**src/sv/wasa_pkg.sv**
```systemverilog
// ----------------------------------------------------------------------------
// wasa_pkg
// Shared constants for the window average speed alarm: field widths, the
// register map and the reset values of the configuration registers.
// ----------------------------------------------------------------------------
package wasa_pkg;

  localparam int unsigned WINDOW_DEF = 50;

  localparam int unsigned SAMPLE_W = 16;
  localparam int unsigned THR_W    = 14;
  localparam int unsigned PERS_W   = 4;
  localparam int unsigned LEVEL_W  = 2;
  localparam int unsigned RUN_W    = 4;
  localparam int unsigned CFG_W    = THR_W;
  localparam int unsigned CFG_IDX_W = 1;

  localparam logic [RUN_W-1:0] RUN_MAX = 4'd15;

  localparam logic [THR_W-1:0]  THR_RESET  = 14'd55;
  localparam logic [PERS_W-1:0] PERS_RESET = 4'd3;

  // register map
  localparam logic [CFG_IDX_W-1:0] REG_SPEED_THRESHOLD = 1'd0;
  localparam logic [CFG_IDX_W-1:0] REG_PERSIST_WINDOWS = 1'd1;

  // level codes
  localparam logic [LEVEL_W-1:0] LVL_BELOW = 2'd0;
  localparam logic [LEVEL_W-1:0] LVL_OVER  = 2'd1;
  localparam logic [LEVEL_W-1:0] LVL_MID   = 2'd2;
  localparam logic [LEVEL_W-1:0] LVL_HIGH  = 2'd3;

endpackage

```
**src/sv/window_average_speed_alarm_unit.sv**
```systemverilog
// ----------------------------------------------------------------------------
// window_average_speed_alarm_unit
// Sums WINDOW signed samples, divides by WINDOW (toward zero) through a
// reciprocal multiply and grades the average against a threshold, driving a
// persistence count and three indicator states.
// ----------------------------------------------------------------------------
// Throughput: one sample per cycle. Ready drops only when a window closes
//   while the finished-sum register is still blocked by a full output.
// Path: the edge that takes the window's last sample loads the finished-sum
//   register; the result then passes the multiply and output registers.
// Reset: sum and sample count cleared, run count 0, red and blue off, green
//   on, speed_threshold 55, persist_windows 3, no result pending.
module window_average_speed_alarm_unit #(
  parameter int unsigned WINDOW = wasa_pkg::WINDOW_DEF
) (
  input  logic                                 clk_i,
  input  logic                                 rst_ni,
  // configuration writes
  input  logic                                 cfg_we_i,
  input  logic [wasa_pkg::CFG_IDX_W-1:0]       cfg_idx_i,
  input  logic [wasa_pkg::CFG_W-1:0]           cfg_wdata_i,
  // sample channel
  input  logic                                 sample_valid_i,
  output logic                                 sample_ready_o,
  input  logic signed [wasa_pkg::SAMPLE_W-1:0] sample_i,
  // result channel
  output logic                                 result_valid_o,
  input  logic                                 result_ready_i,
  output logic signed [wasa_pkg::SAMPLE_W-1:0] average_o,
  output logic [wasa_pkg::LEVEL_W-1:0]         level_o,
  output logic                                 alarm_o,
  output logic                                 red_led_o,
  output logic                                 green_led_o,
  output logic                                 blue_led_o
);

  localparam int unsigned SW     = wasa_pkg::SAMPLE_W;
  localparam int unsigned CntW   = $clog2(WINDOW);
  localparam int unsigned SumW   = SW + CntW;
  // floor(n * Recip / 2^Shift) == floor(n / WINDOW) for every n < 2^SumW
  localparam int unsigned Shift  = SumW + CntW;
  localparam int unsigned RecipW = SumW + 2;
  localparam logic [63:0] RecipWide =
      ((64'd1 << Shift) + 64'(WINDOW) - 64'd1) / 64'(WINDOW);
  localparam logic [RecipW-1:0] Recip = RecipWide[RecipW-1:0];
  localparam int unsigned ProdW  = SumW + RecipW;
  localparam int unsigned QuotW  = SW + 1;
  localparam int unsigned CmpW   = SW + 2;
  localparam logic [CntW-1:0] CntLast = CntW'(WINDOW - 1);

  // --------------------------------------------------------------------------
  // configuration
  // --------------------------------------------------------------------------
  logic [wasa_pkg::THR_W-1:0]  thr_q;
  logic [wasa_pkg::PERS_W-1:0] pers_q;

  always_ff @(posedge clk_i or negedge rst_ni) begin
    if (!rst_ni) begin
      thr_q  <= wasa_pkg::THR_RESET;
      pers_q <= wasa_pkg::PERS_RESET;
    end else if (cfg_we_i) begin
      case (cfg_idx_i)
        wasa_pkg::REG_SPEED_THRESHOLD: thr_q  <= cfg_wdata_i;
        wasa_pkg::REG_PERSIST_WINDOWS: pers_q <= cfg_wdata_i[wasa_pkg::PERS_W-1:0];
        default: ;
      endcase
    end
  end

  // --------------------------------------------------------------------------
  // pipeline flow control
  // --------------------------------------------------------------------------
  logic out_vld_q, b_vld_q, a_vld_q;
  logic out_free, b_free, a_free;
  logic b_adv, a_adv;
  logic [CntW-1:0] cnt_q;
  logic in_xfer, win_done;

  assign out_free = !out_vld_q || result_ready_i;
  assign b_adv    = b_vld_q && out_free;
  assign b_free   = !b_vld_q || out_free;
  assign a_adv    = a_vld_q && b_free;
  assign a_free   = !a_vld_q || b_free;

  assign sample_ready_o = a_free || (cnt_q != CntLast);
  assign in_xfer        = sample_valid_i && sample_ready_o;
  assign win_done       = in_xfer && (cnt_q == CntLast);

  // --------------------------------------------------------------------------
  // accumulate
  // --------------------------------------------------------------------------
  logic signed [SumW-1:0] sum_q, sum_d;

  assign sum_d = sum_q + SumW'(sample_i);

  always_ff @(posedge clk_i or negedge rst_ni) begin
    if (!rst_ni) begin
      sum_q <= '0;
      cnt_q <= '0;
    end else if (in_xfer) begin
      if (win_done) begin
        sum_q <= '0;
        cnt_q <= '0;
      end else begin
        sum_q <= sum_d;
        cnt_q <= cnt_q + 1'b1;
      end
    end
  end

  // finished window sum
  logic signed [SumW-1:0] a_sum_q;

  always_ff @(posedge clk_i or negedge rst_ni) begin
    if (!rst_ni) begin
      a_vld_q <= 1'b0;
    end else if (win_done) begin
      a_vld_q <= 1'b1;
    end else if (a_adv) begin
      a_vld_q <= 1'b0;
    end
  end

  always_ff @(posedge clk_i) begin
    if (win_done) begin
      a_sum_q <= sum_d;
    end
  end

  // --------------------------------------------------------------------------
  // magnitude times reciprocal
  // --------------------------------------------------------------------------
  logic [SumW-1:0]  a_abs;
  logic [ProdW-1:0] prod_d;
  logic [ProdW-1:0] b_prod_q;
  logic             b_neg_q;

  assign a_abs  = a_sum_q[SumW-1] ? SumW'(-a_sum_q) : SumW'(a_sum_q);
  assign prod_d = ProdW'(a_abs) * ProdW'(Recip);

  always_ff @(posedge clk_i or negedge rst_ni) begin
    if (!rst_ni) begin
      b_vld_q <= 1'b0;
    end else if (b_free) begin
      b_vld_q <= a_vld_q;
    end
  end

  always_ff @(posedge clk_i) begin
    if (a_adv) begin
      b_prod_q <= prod_d;
      b_neg_q  <= a_sum_q[SumW-1];
    end
  end

  // --------------------------------------------------------------------------
  // grade, run count, indicators
  // --------------------------------------------------------------------------
  logic [QuotW-1:0]              quot;
  logic [QuotW-1:0]              avg_full;
  logic signed [SW-1:0]          avg_d;
  logic signed [CmpW-1:0]        avg_x, avg2_x, thr_x, thr2_x, thr3_x;
  logic [wasa_pkg::LEVEL_W-1:0]  level_d;
  logic [wasa_pkg::RUN_W-1:0]    run_q, run_d;
  logic                          alarm_d;
  logic                          red_q, green_q, blue_q;
  logic                          red_d, green_d, blue_d;
  logic signed [SW-1:0]          avg_q;
  logic [wasa_pkg::LEVEL_W-1:0]  level_q;
  logic                          alarm_q;

  assign quot     = b_prod_q[Shift +: QuotW];
  assign avg_full = b_neg_q ? (~quot + 1'b1) : quot;
  assign avg_d    = avg_full[SW-1:0];

  assign avg_x  = CmpW'(avg_d);
  assign avg2_x = avg_x <<< 1;
  assign thr_x  = $signed(CmpW'(thr_q));
  assign thr2_x = thr_x <<< 1;
  assign thr3_x = thr_x + thr2_x;

  always_comb begin
    if (avg_x >= thr2_x) begin
      level_d = wasa_pkg::LVL_HIGH;
    end else if (avg2_x >= thr3_x) begin
      level_d = wasa_pkg::LVL_MID;
    end else if (avg_x >= thr_x) begin
      level_d = wasa_pkg::LVL_OVER;
    end else begin
      level_d = wasa_pkg::LVL_BELOW;
    end
  end

  always_comb begin
    if (level_d == wasa_pkg::LVL_BELOW) begin
      run_d = '0;
    end else if (run_q == wasa_pkg::RUN_MAX) begin
      run_d = run_q;
    end else begin
      run_d = run_q + 1'b1;
    end
  end

  assign alarm_d = (run_d > pers_q);

  always_comb begin
    red_d   = red_q;
    green_d = green_q;
    blue_d  = blue_q;
    if (alarm_d) begin
      case (level_d)
        wasa_pkg::LVL_HIGH: begin
          green_d = 1'b0;
          red_d   = ~red_q;
        end
        wasa_pkg::LVL_MID: begin
          green_d = 1'b0;
          blue_d  = ~blue_q;
        end
        default: begin
          green_d = ~green_q;
        end
      endcase
    end
  end

  always_ff @(posedge clk_i or negedge rst_ni) begin
    if (!rst_ni) begin
      out_vld_q <= 1'b0;
      run_q     <= '0;
      red_q     <= 1'b0;
      green_q   <= 1'b1;
      blue_q    <= 1'b0;
    end else begin
      if (out_free) begin
        out_vld_q <= b_vld_q;
      end
      if (b_adv) begin
        run_q   <= run_d;
        red_q   <= red_d;
        green_q <= green_d;
        blue_q  <= blue_d;
      end
    end
  end

  always_ff @(posedge clk_i) begin
    if (b_adv) begin
      avg_q   <= avg_d;
      level_q <= level_d;
      alarm_q <= alarm_d;
    end
  end

  // indicator registers change only when a new result is loaded
  assign result_valid_o = out_vld_q;
  assign average_o      = avg_q;
  assign level_o        = level_q;
  assign alarm_o        = alarm_q;
  assign red_led_o      = red_q;
  assign green_led_o    = green_q;
  assign blue_led_o     = blue_q;

  // --------------------------------------------------------------------------
  // assertions
  // --------------------------------------------------------------------------
  a_ready_low_only_on_block: assert property (@(posedge clk_i) disable iff (!rst_ni)
    !sample_ready_o |-> (a_vld_q && !b_free && cnt_q == CntLast))
    else $error("sample ready low without a blocked window");

  a_window_close: assert property (@(posedge clk_i) disable iff (!rst_ni)
    win_done |=> (a_vld_q && cnt_q == '0 && sum_q == '0))
    else $error("window close did not hand off and restart the sum");

  a_result_loaded: assert property (@(posedge clk_i) disable iff (!rst_ni)
    b_adv |=> out_vld_q)
    else $error("multiply stage advanced without loading a result");

  a_below_clears_run: assert property (@(posedge clk_i) disable iff (!rst_ni)
    (out_vld_q && level_q == wasa_pkg::LVL_BELOW) |-> (run_q == '0 && !alarm_q))
    else $error("below-threshold result with a live run count");

  a_alarm_needs_level: assert property (@(posedge clk_i) disable iff (!rst_ni)
    (out_vld_q && alarm_q) |-> (run_q != '0))
    else $error("alarm raised with an empty run count");

endmodule
```
**config.mk**
```make
export PLATFORM = sky130hd
export DESIGN_NAME = window_average_speed_alarm_unit
export DESIGN_NICKNAME = d
export VERILOG_FILES = /design/src/sv/wasa_pkg.sv /design/src/sv/window_average_speed_alarm_unit.sv
export SDC_FILE = /design/constraint.sdc
export NUM_CORES = 1
export LEC_CHECK = 0
export BUFFER_PORTS_ARGS = -buffer_cell sky130_fd_sc_hd__buf_2
export CAP_MARGIN = 15
export CORE_MARGIN = 2
export CORE_UTILIZATION = 32
export DETAILED_ROUTE_END_ITERATION = 7
export GPL_TIMING_DRIVEN = 0
export PLACE_DENSITY = 0.52
export SLEW_MARGIN = 5
export SYNTH_ARGS = -nofsm -noshare
export SYNTH_HDL_FRONTEND = slang
export SYNTH_SLANG_ARGS = --single-unit
```
**constraint.sdc**
```tcl
create_clock -name clk_i -period 21.6 [get_ports clk_i]
set_input_delay 6.48 -clock clk_i [delete_from_list [all_inputs] [get_ports clk_i]]
set_output_delay 6.48 -clock clk_i [all_outputs]
set_load 0.02 [all_outputs]
```
==> flow_summary.ini <==
[status]
status = finished, final reports clean

[timing]
relSlewSlack_pct = 22.6
finalCritPeriodShare_pct = 64.6
worstMarginPinSlew_ns = 1.15
rsz0062_at_grt = false
clock_skew_ns = 0.0187
finalHoldViolCount = 0
tns_ns = 0
setup-violations-final = 0
fin_crit_ns = 13.95
fmaxAchievable_mhz = 71.7
holdWs_ns = 0.468
slew_viol_final = 0

[die]
core-area_um2 = 49200
fp-row-count = 81
die_y_um = 228
initial_core_util_pct = 32.5
die-area_um2 = 51800
die_w_um = 228
ioPinCount = 60

[grt]
grt_usage_pct = 14.9
grt_pass1_vias = 11637
antenna_found_initial = 0
grt_max_degree = 57
grt_pass1_wl_um = 59500
grt_overflow = 0

[placement]
io_buffers = 59
dp_hpwl_um = 31300
gp_congestion = 0.834

[yosys]
avgSynthCellArea_um2 = 9.84
synth_area_um2 = 16000
synth_cells = 1626
synth_ff_type = edfxtp_1
yosys.cell_types.count = 64
yosys_register_bits = 114
synth-edff-count = 58
synth_warnings = 0
ys_seq_area_share_pct = 19.7
synth-async-reset-ratio_pct = 49.1
syn-num-nets = 2148

[layout]
layout-drive-gt1-share_pct = 7.15
num_antenna_cells = 0
fin_nets = 2229
final_cell_mix = inv_1, ha_1, fa_1
syn2layout_area_growth_pct = 11.0
fin_util_pct = 36.1
layout_commonest_cell = inv_1

[worst_hold_path]
hp-class = reg -> reg
worst_hold_path.endpoint = red_led_o
min-delay-start = red_led_o
holdPathStages = 1

[cts]
clockBufferDepth = 2
clock_sinks = 114
postCtsHoldBufs = 0
cts_made_buffers = 17
postCtsSetupBuffers = 0
cts_root_buf = clkbuf_16
cts_resized = 0
htree_levels = 4
cts_tree = built
clkLatencyLatePin_ns = 0.45
clk_pin_slew_ns = 0.07

[worst_setup_path]
path_cells = buf_2, nor2b_1, nand3_1, or2_2, buf_2
crit_family = simple AND/OR/NAND/NOR gates
r2r_slack_ns = 12.62
reg2regPathDepth = 25
cp_num_buf_inv = 2
cpPeakStageDelay_ns = 0.34
cp_common_cell = buf_2
critPathLaunchType = primary input
rr_endpoint = b_prod_q[42]
crit_arrival_ns = 7.47
crit_type = in -> out
endpoint_kind = output port
rr_startpoint = a_sum_q[5]
critical_path_required_ns = 15.12
path_max_fanout = 3
cp_slowest_cell = or2_2

[routing]
wire_per_inst_um = 15.1
via_per_inst = 4.59
dr_wl_met2_um = 17700
num_vias = 10941
wl_um = 35900
met1Wirelength_um = 17000
postRouteAntennaNets = 0
wl_met3_um = 841
drt_iter0_markers = 326
top_layer_used = met4
firstDrtPassIters = 4
drc_errors = 0

[job]
cap_viol_max_count = 0
worst max path at each step:
stage                     endpoint           start  depth (start not counted)  slack, ns
CTS                 sample_ready_o  result_ready_i                          5       7.62
finish              sample_ready_o  result_ready_i                          5       7.65
global route        sample_ready_o  result_ready_i                          5       7.55
detailed placement  sample_ready_o  result_ready_i                          5       7.64
global placement    sample_ready_o  result_ready_i                          5       7.61
floorplan           sample_ready_o  result_ready_i                          3       8.08
sequential cells by signal (all words and copies together), names as in the netlist:
signal,count
a_sum_q,22
a_vld_q,1
alarm_o,1
average_o,16
b_neg_q,1
b_prod_q,16
b_vld_q,1
blue_led_o,1
cnt_q,6
green_led_o,1
level_o,2
pers_q,4
red_led_o,1
result_valid_o,1
run_q,4
sum_q,22
thr_q,14
per-layer routing:
layer | up-vias | global-route usage, %
met2 | 120 | 26.2
met3 | 29 | 2.32
met5 | - | 0
met4 | 0 | 2.91
met1 | 5268 | 19.3
li1 | 5524 | -
cells by family (layout without fill, tap and decap cells):
logic type                 count (synthesis)  count (layout)  synth area share (%)
and+or+nand+nor                          257             257                  7.96
xor gates and xnor gates                 104             104                  5.74
AOI/OAI and AO/OA                        249             249                  10.2
muxes                                      9               9                 0.618
buffers and inverters                    407             501                  9.55
DFF                                      114             114                  19.7
adders and majority gates                486             486                  46.3
Yosys cell counts (all sizes together), types with 7 or more instances:
master  number  area [um2]
clkbuf      15        56.3
nor3        17        85.1
o31ai       12        90.1
edfxtp      58        1740
and3         7        43.8
dfrtp       48        1200
ha         310        3880
fa         176        3520
nor2b       15        93.8
o41ai        7        68.8
nand4       12        75.1
nand2       72         270
nand2b      15        93.8
xnor2       76         673
a31oi        7        43.8
inv        389        1460
dfstp        8         210
a21o        26         195
mux2         7        78.8
nand3       20         105
nor2        65         251
o21ai       64         320
a21oi       60         300
a22o        18         158
xor2        28         245
o21a        13        97.6
area by class of cell:
type	instances	area, um2
well taps	664	831
inverters	392	1470
clock inverters	15	173
fillers	4971	31400
clock buffers	17	425
repair buffers	62	328
multi-input cells	1105	11300
plain buffers	15	56.3
flip-flops and latches	114	3150
metrics by stage:
stage	cell area, um2	setup slack [ns]	std cells
after floorplan	16000	8.08	1626
after global placement	17100	7.61	2349
after detailed placement	17200	7.64	2351
after CTS	17800	7.62	2383
after global routing	17800	7.55	2384
final	17800	7.65	2384
Power is not shown: default switching activity piles up to over one toggle a cycle in this logic, so the estimate is an artifact.
